## config.mk

```make
export PLATFORM = sky130hd
export DESIGN_NAME = q4_block_dequant_fp16_top
export DESIGN_NICKNAME = d
export VERILOG_FILES = /design/src/rtl/core/q4dq_pkg.sv /design/src/rtl/core/q4_block_dequant_fp16_top.sv
export SDC_FILE = /design/constraint.sdc
export NUM_CORES = 2
export LEC_CHECK = 0
export BUFFER_PORTS_ARGS = -buffer_cell sky130_fd_sc_hd__clkbuf_2
export CAP_MARGIN = 10
export CORE_MARGIN = 3
export CORE_UTILIZATION = 40
export CTS_CLUSTER_SIZE = 16
export DETAILED_ROUTE_END_ITERATION = 6
export GPL_TIMING_DRIVEN = 0
export PLACE_DENSITY = 0.56
export SLEW_MARGIN = 20
export SYNTH_ARGS = -nofsm -noshare
export SYNTH_HDL_FRONTEND = slang
export SYNTH_SLANG_ARGS = --single-unit
```

## constraint.sdc

```tcl
create_clock -name clock -period 52.8 [get_ports clock]
set_input_delay 7.92 -clock clock [delete_from_list [all_inputs] [get_ports clock]]
set_output_delay 7.92 -clock clock [all_outputs]
set_load 0.02 [all_outputs]
```

## src/rtl/core/q4dq_pkg.sv

```systemverilog
`timescale 1ns / 1ps
// q4dq_pkg: shared types and constants of the q4 block dequantizer
package q4dq_pkg;

   localparam int LANES       = 4;
   localparam int BLOCK_ELEMS = 32;
   localparam int RESULTS     = BLOCK_ELEMS / LANES;

   localparam logic CSR_INPUT_WIDTH = 1'b0;
   localparam logic CSR_ROW_COUNT   = 1'b1;

   localparam logic [16:0] INPUT_WIDTH_RESET = 17'd4096;
   localparam logic [16:0] ROW_COUNT_RESET   = 17'd4096;

   localparam logic [15:0] FP16_QNAN_BIT = 16'h0200;
   localparam logic [15:0] FP16_DEF_NAN  = 16'h7E00;
   localparam logic [14:0] FP16_INF_MAG  = 15'h7C00;

   // lane after decode and significand product
   typedef struct packed {
      logic        fixed;
      logic [15:0] fval;
      logic        sgn;
      logic [4:0]  ee;
      logic [14:0] big;
   } lane_s1_type;

   // lane after normalization and rounding decision
   typedef struct packed {
      logic              fixed;
      logic [15:0]       fval;
      logic              sgn;
      logic              sub;
      logic [9:0]        smant;
      logic signed [6:0] be;
      logic [11:0]       q;
      logic              inc;
   } lane_s2_type;

endpackage

```

## src/rtl/core/q4_block_dequant_fp16_top.sv

```systemverilog
`timescale 1ns / 1ps
// q4_block_dequant_fp16_top: q4_0 block to fp16 dequantizer
//
// one request beat carries a 32-element quant block (row, block number, fp16
// scale and 16 packed bytes); the block answers with eight response beats of
// four fp16 halves each, in element order, the eighth flagged by rsp_last.
// a block whose row is at or beyond row_count, or whose block number is at or
// beyond input_width/32, is taken and yields nothing. throughput is set by
// the single four-half response beat per cycle when rsp_ready allows; a new
// request is taken in the cycle the previous block issues its eighth beat, so
// blocks follow each other with no gap. the fp16 multiply runs in a 3-stage
// pipeline (product, normalize/round decision, round/pack) followed by the
// response register; the whole pipeline moves together and holds under rsp
// backpressure. csr writes (index 0 input_width, index 1 row_count) saturate
// to MAX_WIDTH and MAX_ROWS and must only happen while the block is idle.
module q4_block_dequant_fp16_top
   import q4dq_pkg::*;
#(
   parameter int MAX_WIDTH = 65536,
   parameter int MAX_ROWS  = 65536
) (
   input  logic        clock,
   input  logic        reset,
   input  logic        req_valid,
   output logic        req_ready,
   input  logic [15:0] req_row,
   input  logic [10:0] req_block_number,
   input  logic [15:0] req_scale,
   input  logic [63:0] req_quants_low,
   input  logic [63:0] req_quants_high,
   output logic        rsp_valid,
   input  logic        rsp_ready,
   output logic [31:0] rsp_out_index,
   output logic [15:0] rsp_half0,
   output logic [15:0] rsp_half1,
   output logic [15:0] rsp_half2,
   output logic [15:0] rsp_half3,
   output logic [27:0] rsp_source_block,
   output logic        rsp_last,
   input  logic        csr_valid,
   output logic        csr_ready,
   input  logic        csr_index,
   input  logic [16:0] csr_wdata
);

   // configuration
   logic [16:0] width_ff, width_in;
   logic [16:0] rows_ff, rows_in;
   logic [11:0] nblk;
   logic [12:0] nsp;

   // block buffer
   logic         buf_v_ff, buf_v_in;
   logic [15:0]  buf_row_ff;
   logic [10:0]  buf_blk_ff;
   logic [15:0]  buf_scale_ff;
   logic [127:0] buf_q_ff;
   logic [2:0]   j_ff, j_in;
   logic         adv, issue, take, in_range, buf_done;

   // pipeline
   logic        s1_v_ff, s2_v_ff, s3_v_ff, rsp_v_ff;
   logic [32:0] s1_pw_ff;
   logic [28:0] s1_ps_ff;
   logic [10:0] s1_blk_ff;
   logic [2:0]  s1_j_ff;
   logic [31:0] s2_idx_ff, s3_idx_ff, rsp_idx_ff;
   logic [27:0] s2_src_ff, s3_src_ff, rsp_src_ff;
   logic        s1_last_ff, s2_last_ff, s3_last_ff, rsp_last_ff;
   lane_s1_type s1_ff [LANES];
   lane_s2_type s2_ff [LANES];
   logic [15:0] s3_h_ff [LANES];
   logic [15:0] rsp_h_ff [LANES];

   assign csr_ready = 1'b1;

   always_comb begin
      width_in = width_ff;
      rows_in  = rows_ff;
      if (csr_valid) begin
         unique case (csr_index)
            CSR_INPUT_WIDTH: begin
               width_in = ({15'd0, csr_wdata} > 32'(MAX_WIDTH)) ?
                          17'(MAX_WIDTH) : csr_wdata;
            end
            CSR_ROW_COUNT: begin
               rows_in = ({15'd0, csr_wdata} > 32'(MAX_ROWS)) ?
                         17'(MAX_ROWS) : csr_wdata;
            end
            default: ;
         endcase
      end
   end

   assign nblk = width_ff[16:5];
   // padded block stride: one extra block when the count is a power of two or zero
   assign nsp  = ((nblk & (nblk - 12'd1)) == 12'd0) ? {1'b0, nblk} + 13'd1
                                                    : {1'b0, nblk};

   // whole pipeline moves when the response register is free
   assign adv      = !rsp_v_ff || rsp_ready;
   assign issue    = buf_v_ff && adv;
   assign buf_done = issue && (j_ff == 3'(RESULTS - 1));
   assign req_ready = !buf_v_ff || buf_done;
   assign take     = req_valid && req_ready;
   assign in_range = ({1'b0, req_row} < rows_ff) && ({1'b0, req_block_number} < nblk);

   always_comb begin
      buf_v_in = buf_v_ff;
      j_in     = j_ff;
      if (issue) begin
         j_in = j_ff + 3'd1;
      end
      if (buf_done) begin
         buf_v_in = 1'b0;
      end
      if (take && in_range) begin
         buf_v_in = 1'b1;
         j_in     = 3'd0;
      end
   end

   always_ff @(posedge clock) begin
      if (reset) begin
         width_ff <= INPUT_WIDTH_RESET;
         rows_ff  <= ROW_COUNT_RESET;
         buf_v_ff <= 1'b0;
         j_ff     <= 3'd0;
      end else begin
         width_ff <= width_in;
         rows_ff  <= rows_in;
         buf_v_ff <= buf_v_in;
         j_ff     <= j_in;
      end
   end

   always_ff @(posedge clock) begin
      if (take && in_range) begin
         buf_row_ff   <= req_row;
         buf_blk_ff   <= req_block_number;
         buf_scale_ff <= req_scale;
         buf_q_ff     <= {req_quants_high, req_quants_low};
      end
   end

   // stage 1: nibble pick, sign, significand times |nibble-8|, index products
   lane_s1_type s1_in [LANES];
   always_comb begin
      logic [4:0]  e;
      logic [7:0]  bt;
      logic [3:0]  nib;
      logic [3:0]  mag;
      logic        neg;
      logic [4:0]  ex;
      logic [9:0]  mant;
      logic [10:0] sig;
      for (int l = 0; l < LANES; l++) begin
         e    = {j_ff, 2'(l)};
         bt   = buf_q_ff[{e[3:0], 3'b000} +: 8];
         nib  = e[4] ? bt[7:4] : bt[3:0];
         neg  = !nib[3];
         mag  = nib[3] ? {1'b0, nib[2:0]} : 4'd8 - nib;
         ex   = buf_scale_ff[14:10];
         mant = buf_scale_ff[9:0];
         sig  = (ex == 5'd0) ? {1'b0, mant} : {1'b1, mant};
         s1_in[l].sgn   = buf_scale_ff[15] ^ neg;
         s1_in[l].ee    = (ex == 5'd0) ? 5'd1 : ex;
         s1_in[l].big   = 15'(sig * mag);
         s1_in[l].fixed = 1'b0;
         s1_in[l].fval  = 16'd0;
         if (ex == 5'h1F) begin
            s1_in[l].fixed = 1'b1;
            if (mant != 10'd0) begin
               s1_in[l].fval = buf_scale_ff | FP16_QNAN_BIT;
            end else if (mag == 4'd0) begin
               s1_in[l].fval = FP16_DEF_NAN;
            end else begin
               s1_in[l].fval = {buf_scale_ff[15] ^ neg, FP16_INF_MAG};
            end
         end else if (sig == 11'd0 || mag == 4'd0) begin
            s1_in[l].fixed = 1'b1;
            s1_in[l].fval  = {buf_scale_ff[15] ^ neg, 15'd0};
         end
      end
   end

   // stage 2: leading one, exponent, subnormal field, rounding decision
   lane_s2_type s2_in [LANES];
   always_comb begin
      logic [3:0]  p;
      logic [3:0]  rb;
      logic [31:0] sh;
      logic [14:0] rem;
      logic [14:0] hlf;
      logic [14:0] qt;
      for (int l = 0; l < LANES; l++) begin
         p = 4'd0;
         for (int i = 0; i < 15; i++) begin
            if (s1_ff[l].big[i]) begin
               p = 4'(i);
            end
         end
         s2_in[l].fixed = s1_ff[l].fixed;
         s2_in[l].fval  = s1_ff[l].fval;
         s2_in[l].sgn   = s1_ff[l].sgn;
         s2_in[l].be    = $signed({3'd0, p}) + $signed({2'd0, s1_ff[l].ee}) - 7'sd10;
         s2_in[l].sub   = (s2_in[l].be <= 7'sd0);
         sh             = {17'd0, s1_ff[l].big} << (s1_ff[l].ee - 5'd1);
         s2_in[l].smant = sh[9:0];
         rb  = 4'd0;
         rem = 15'd0;
         hlf = 15'd0;
         qt  = 15'd0;
         s2_in[l].inc = 1'b0;
         if (p > 4'd10) begin
            rb  = p - 4'd10;
            qt  = s1_ff[l].big >> rb;
            rem = s1_ff[l].big & ((15'd1 << rb) - 15'd1);
            hlf = 15'd1 << (rb - 4'd1);
            s2_in[l].inc = (rem > hlf) || ((rem == hlf) && qt[0]);
         end else begin
            qt = s1_ff[l].big << (4'd10 - p);
         end
         s2_in[l].q = qt[11:0];
      end
   end

   // stage 3: apply rounding, carry into exponent, overflow, pack
   logic [15:0] s3_in [LANES];
   always_comb begin
      logic [11:0]       qf;
      logic signed [6:0] ben;
      for (int l = 0; l < LANES; l++) begin
         qf  = s2_ff[l].q + {11'd0, s2_ff[l].inc};
         ben = s2_ff[l].be;
         if (qf[11]) begin
            qf  = 12'd1024;
            ben = ben + 7'sd1;
         end
         if (s2_ff[l].fixed) begin
            s3_in[l] = s2_ff[l].fval;
         end else if (s2_ff[l].sub) begin
            s3_in[l] = {s2_ff[l].sgn, 5'd0, s2_ff[l].smant};
         end else if (ben >= 7'sd31) begin
            s3_in[l] = {s2_ff[l].sgn, FP16_INF_MAG};
         end else begin
            s3_in[l] = {s2_ff[l].sgn, ben[4:0], qf[9:0]};
         end
      end
   end

   always_ff @(posedge clock) begin
      if (reset) begin
         s1_v_ff  <= 1'b0;
         s2_v_ff  <= 1'b0;
         s3_v_ff  <= 1'b0;
         rsp_v_ff <= 1'b0;
      end else if (adv) begin
         s1_v_ff  <= issue;
         s2_v_ff  <= s1_v_ff;
         s3_v_ff  <= s2_v_ff;
         rsp_v_ff <= s3_v_ff;
      end
   end

   always_ff @(posedge clock) begin
      if (adv) begin
         s1_pw_ff   <= 33'(buf_row_ff * width_ff);
         s1_ps_ff   <= 29'(buf_row_ff * nsp);
         s1_blk_ff  <= buf_blk_ff;
         s1_j_ff    <= j_ff;
         s1_last_ff <= (j_ff == 3'(RESULTS - 1));
         s2_idx_ff  <= s1_pw_ff[31:0] + {16'd0, s1_blk_ff, 5'd0} + {27'd0, s1_j_ff, 2'd0};
         s2_src_ff  <= s1_ps_ff[27:0] + {17'd0, s1_blk_ff};
         s2_last_ff <= s1_last_ff;
         s3_idx_ff  <= s2_idx_ff;
         s3_src_ff  <= s2_src_ff;
         s3_last_ff <= s2_last_ff;
         rsp_idx_ff <= s3_idx_ff;
         rsp_src_ff <= s3_src_ff;
         rsp_last_ff <= s3_last_ff;
         for (int l = 0; l < LANES; l++) begin
            s1_ff[l]    <= s1_in[l];
            s2_ff[l]    <= s2_in[l];
            s3_h_ff[l]  <= s3_in[l];
            rsp_h_ff[l] <= s3_h_ff[l];
         end
      end
   end

   assign rsp_valid        = rsp_v_ff;
   assign rsp_out_index    = rsp_idx_ff;
   assign rsp_half0        = rsp_h_ff[0];
   assign rsp_half1        = rsp_h_ff[1];
   assign rsp_half2        = rsp_h_ff[2];
   assign rsp_half3        = rsp_h_ff[3];
   assign rsp_source_block = rsp_src_ff;
   assign rsp_last         = rsp_last_ff;

`ifndef SYNTH
   // a new block is only taken over a busy buffer on its final beat
   a_ready_on_final: assert property (@(posedge clock) disable iff (reset)
      (req_ready && buf_v_ff) |-> (j_ff == 3'(RESULTS - 1)))
      else $error("request taken while block beats remain");

   // beat counter rests at zero whenever the buffer is empty
   a_idle_count: assert property (@(posedge clock) disable iff (reset)
      !buf_v_ff |-> (j_ff == 3'd0))
      else $error("beat counter not cleared with empty buffer");

   // buffer only drains after issuing its eighth beat
   a_drain_full: assert property (@(posedge clock) disable iff (reset)
      (!$past(reset) && $fell(buf_v_ff)) |-> $past(buf_done))
      else $error("block buffer emptied early");
`endif

endmodule
```

==> metrics.md <==
| Metric | Value |
|---|---|
| Largest net degree at the start of global routing | 57 |
| # port buffers | 319 |
| Setup_tns | 0 ps |
| Cts bufs inserted | 93 |
| Sequential Power Share | 0.282 |
| Clk_lat worst skew | 720 ps |
| Clock sink count | 848 |
| Grt total ovfl | 0 |
| Worst Slack Setup Final | 35000 ps |
| Mapped Area | 63400 µm² |
| CTS root buf | clkbuf_16 |
| CP Max Fanout | 51 |
| Post-synthesis cell type count | 95 |
| Outcome | finished, final reports clean |
| Max-Cap Viols | 0 |
| Synth area leaders | edfxtp_1 (38%), fa_1 (14%), ha_1 (9.3%) |
| Total Power | 3.85 mW |
| Routed Antenna Nets | 0 |
| WL per Instance | 21.6 µm |
| Sequential fraction of the synthesis area | 0.395 |
| HP Class | flip-flop to flip-flop |
| Internal | 2.16 mW |
| Seq cells post-synth | 848 |
| Final setup viols | 0 |
| Worst-margin pin slew | 1100 ps |
| Ys flop type | edfxtp_1 |
| Die area | 163000 µm² |
| Die W | 404 µm |
| Rel. slew slack | 0.265 |
| Total Routing Usage GR | 0.226 |
| WHS Path Cells | 0 |
| Share of layout cells above drive strength 1 | 0.106 |
| Vias in the first global route | 46185 |
| Combinational share of power | 0.536 |
| Synth-to-layout area growth | 12.9% |
| Final clock skew | 46.3 ps |
| Worst path required time | 44880 ps |
| Drt pass-1 iters | 6 |
| Final Non-Filler Cells | 8522 |
| EDFF count, synth | 806 |
| Fin area | 71500 µm² |
| Worst VDD drop | 0.0292 mV |
| Post-CTS Setup Inserts | 0 |
| Worst setup SP type | input port |
| Hpwl dp | 144 mm |
| Fraction of registers with async set/reset | 0 |
| Remaining DRCs | 0 |
| Power per cell area | 53.8 nW/µm² |
| Initial Utilization | 0.404 |
| Yosys top cell by area | edfxtp_1 |
| Clock transition at path regs | 60 ps |
| First-pass GRT wire length | 281 mm |
| Mapped Cells | 5928 |
| Die H | 404 µm |
| CTS-repair resized insts | 0 |
| DP Cell Count | 8341 |
| Sw frac | 0.438 |
| Crit end category | output pin |
| Fin. max-slew vios | 0 |
| Final period util | 0.337 |
| # IOs | 322 |
| Nets | 7481 |
| Final Hold Vio Count | 0 |
| Area post-placement | 68200 µm² |
| Initial drt markers | 3376 |
| Core footprint | 157000 µm² |
| Initial antenna violation count | 15 |
| Clock Power Share | 0.182 |
| Leak pwr | 30.9 nW |
| Routed wire length | 184 mm |
| Hold Buf Count CTS | 0 |
| RSZ-0062 raised after global routing | no |
| Crit Path Class | input port to output pin |
| Mapped Avg Cell Area | 10.7 µm² |
| CTS tree | yes |
| CP arrival | 9880 ps |
| Vias | 45492 |
| Clk buf depth | 3 |
| R2r worst-path depth | 29 |
| Net Sw Power | 1.68 mW |
| Max Freq | 56.2 MHz |
| Vias per cell | 5.34 |
| Synth top area share | 0.382 |
| CTS H-tree lvls | 3 |
| Pre-CTS setup slack | 34970 ps |
| Final Wtd Congestion | 0.957 |
| Synth Warn # | 0 |
| Rows | 145 |
| Post-layout min period | 17800 ps |
-- kinds of logic (layout without fill, tap and decap cells) --
logic type               Yosys count  in the layout  synth area share
other                              2             23          0.000119
XOR/XNOR                         276            276            0.0391
buffers and inverters           1034           1549            0.0619
adder cells (fa/ha/maj)          910            910             0.232
AND/OR/NAND/NOR                 1736           1736             0.132
multiplexers                     235            235            0.0476
flip-flops                       848            848             0.395
AO/OA/AOI/OAI                    887            887            0.0924
-- metrics by stage --
| step | hold slack (ps) | utilization |
|---|---|---|
| finish | 400 | 0.456 |
| floorplan | 400 | - |
| global route | 401 | 0.456 |
| CTS | 385 | 0.456 |
| detailed placement | 405 | 0.435 |
| global placement | 400 | 0.431 |
-- critical path, stage by stage --
cell and delay, ps:
clkbuf_2 80, nand2b_1 90, clkbuf_4 530, buf_12 300, buf_16 290, nand2_1 210
nand2_1 190, clkbuf_2 190
-- cells in the final DEF, fill, tap and decap left out, types with 37 or more instances in the layout --
cell,synthesis,final
clkbuf_2,1,320
nand3_1,132,132
nor3_1,99,99
mux4_2,49,49
nand4_1,37,37
nor2_1,290,290
clkbuf_16,0,95
xnor2_1,165,165
o21ai_0,146,146
a22oi_1,51,51
nand2_1,641,641
nand2b_1,38,38
and3_1,40,40
o21a_1,43,43
and2_1,250,250
inv_1,733,733
fa_1,438,438
a21o_1,66,66
mux2i_1,148,147
a21oi_1,258,255
ha_1,471,471
mux2_2,37,37
edfxtp_1,806,806
nor2b_1,109,109
xor2_1,106,106
clkbuf_1,253,267
dfxtp_1,42,42
-- layer usage --
layer	wire length, µm	global-route usage	up-vias	part of all wire
li1	-	-	21231	-
met5	29	0	-	0.00016
met3	10100	0.0340	279	0.055
met1	78800	0.295	22649	0.43
met2	89100	0.385	1329	0.48
met4	6400	0.0734	4	0.035
-- area by class of cell --
type	instances	area (µm²)
Antenna cell	7	17.5
Buffer	292	1140
Clock buffer	112	2460
Clock inverter	62	870
Fill cell	14793	85200
Inverter	742	2790
Multi-Input combinational cell	4060	34500
Sequential cell	848	25000
Tap cell	2058	2570
Timing Repair Buffer	341	2180
-- synthesized netlist by cell type (20+ instances only) --
master	count
o21ai_2	20
inv_1	733
a21o_1	66
nor2_1	290
a21oi_1	258
nand2b_1	38
a22oi_1	51
and2_1	250
nand3_1	132
buf_2	24
ha_1	471
a211oi_1	34
and3_1	40
o211ai_1	25
o21ai_0	146
fa_1	438
xor2_1	106
clkbuf_1	253
nor3_1	99
mux4_2	49
nor2b_1	109
dfxtp_1	42
a31oi_1	32
nand4_1	37
mux2i_1	148
or2_2	20
nor4_1	23
mux2_2	37
o21a_1	43
nand2_1	641
edfxtp_1	806
xnor2_1	165
-- registers in the layout, summed over array words and instances (netlist names), 32 cells and up --
signal / count
s3_idx_ff: 32
s3_h_ff: 64
s1_ff: 95
buf_q_ff: 128
s1_pw_ff: 32
s2_ff: 154
rsp_out_index: 32
s2_idx_ff: 32
rsp_h_ff: 64
-- final timing paths --
kind / from / end / slack (ps)
max: rsp_ready / req_ready / 35000
min: s3_h_ff[2][15] / rsp_h_ff[2][15] / 400
max reg2reg: width_ff[9] / s1_ps_ff[27] / 43300
min reg2reg: s3_h_ff[2][15] / rsp_h_ff[2][15] / 400
-- power groups by stage --
| stage | combinational (mW) | clock, mW | sequential, mW |
|---|---|---|---|
| after floorplan | 1.42 | 0 | 1.11 |
| after global placement | 2.01 | 0 | 1.10 |
| after detailed placement | 2.03 | 0 | 1.10 |
| after CTS | 2.04 | 0.722 | 1.09 |
| after global routing | 2.28 | 0.746 | 1.10 |
| final | 2.06 | 0.701 | 1.08 |
(Power assumes the default switching activity.)
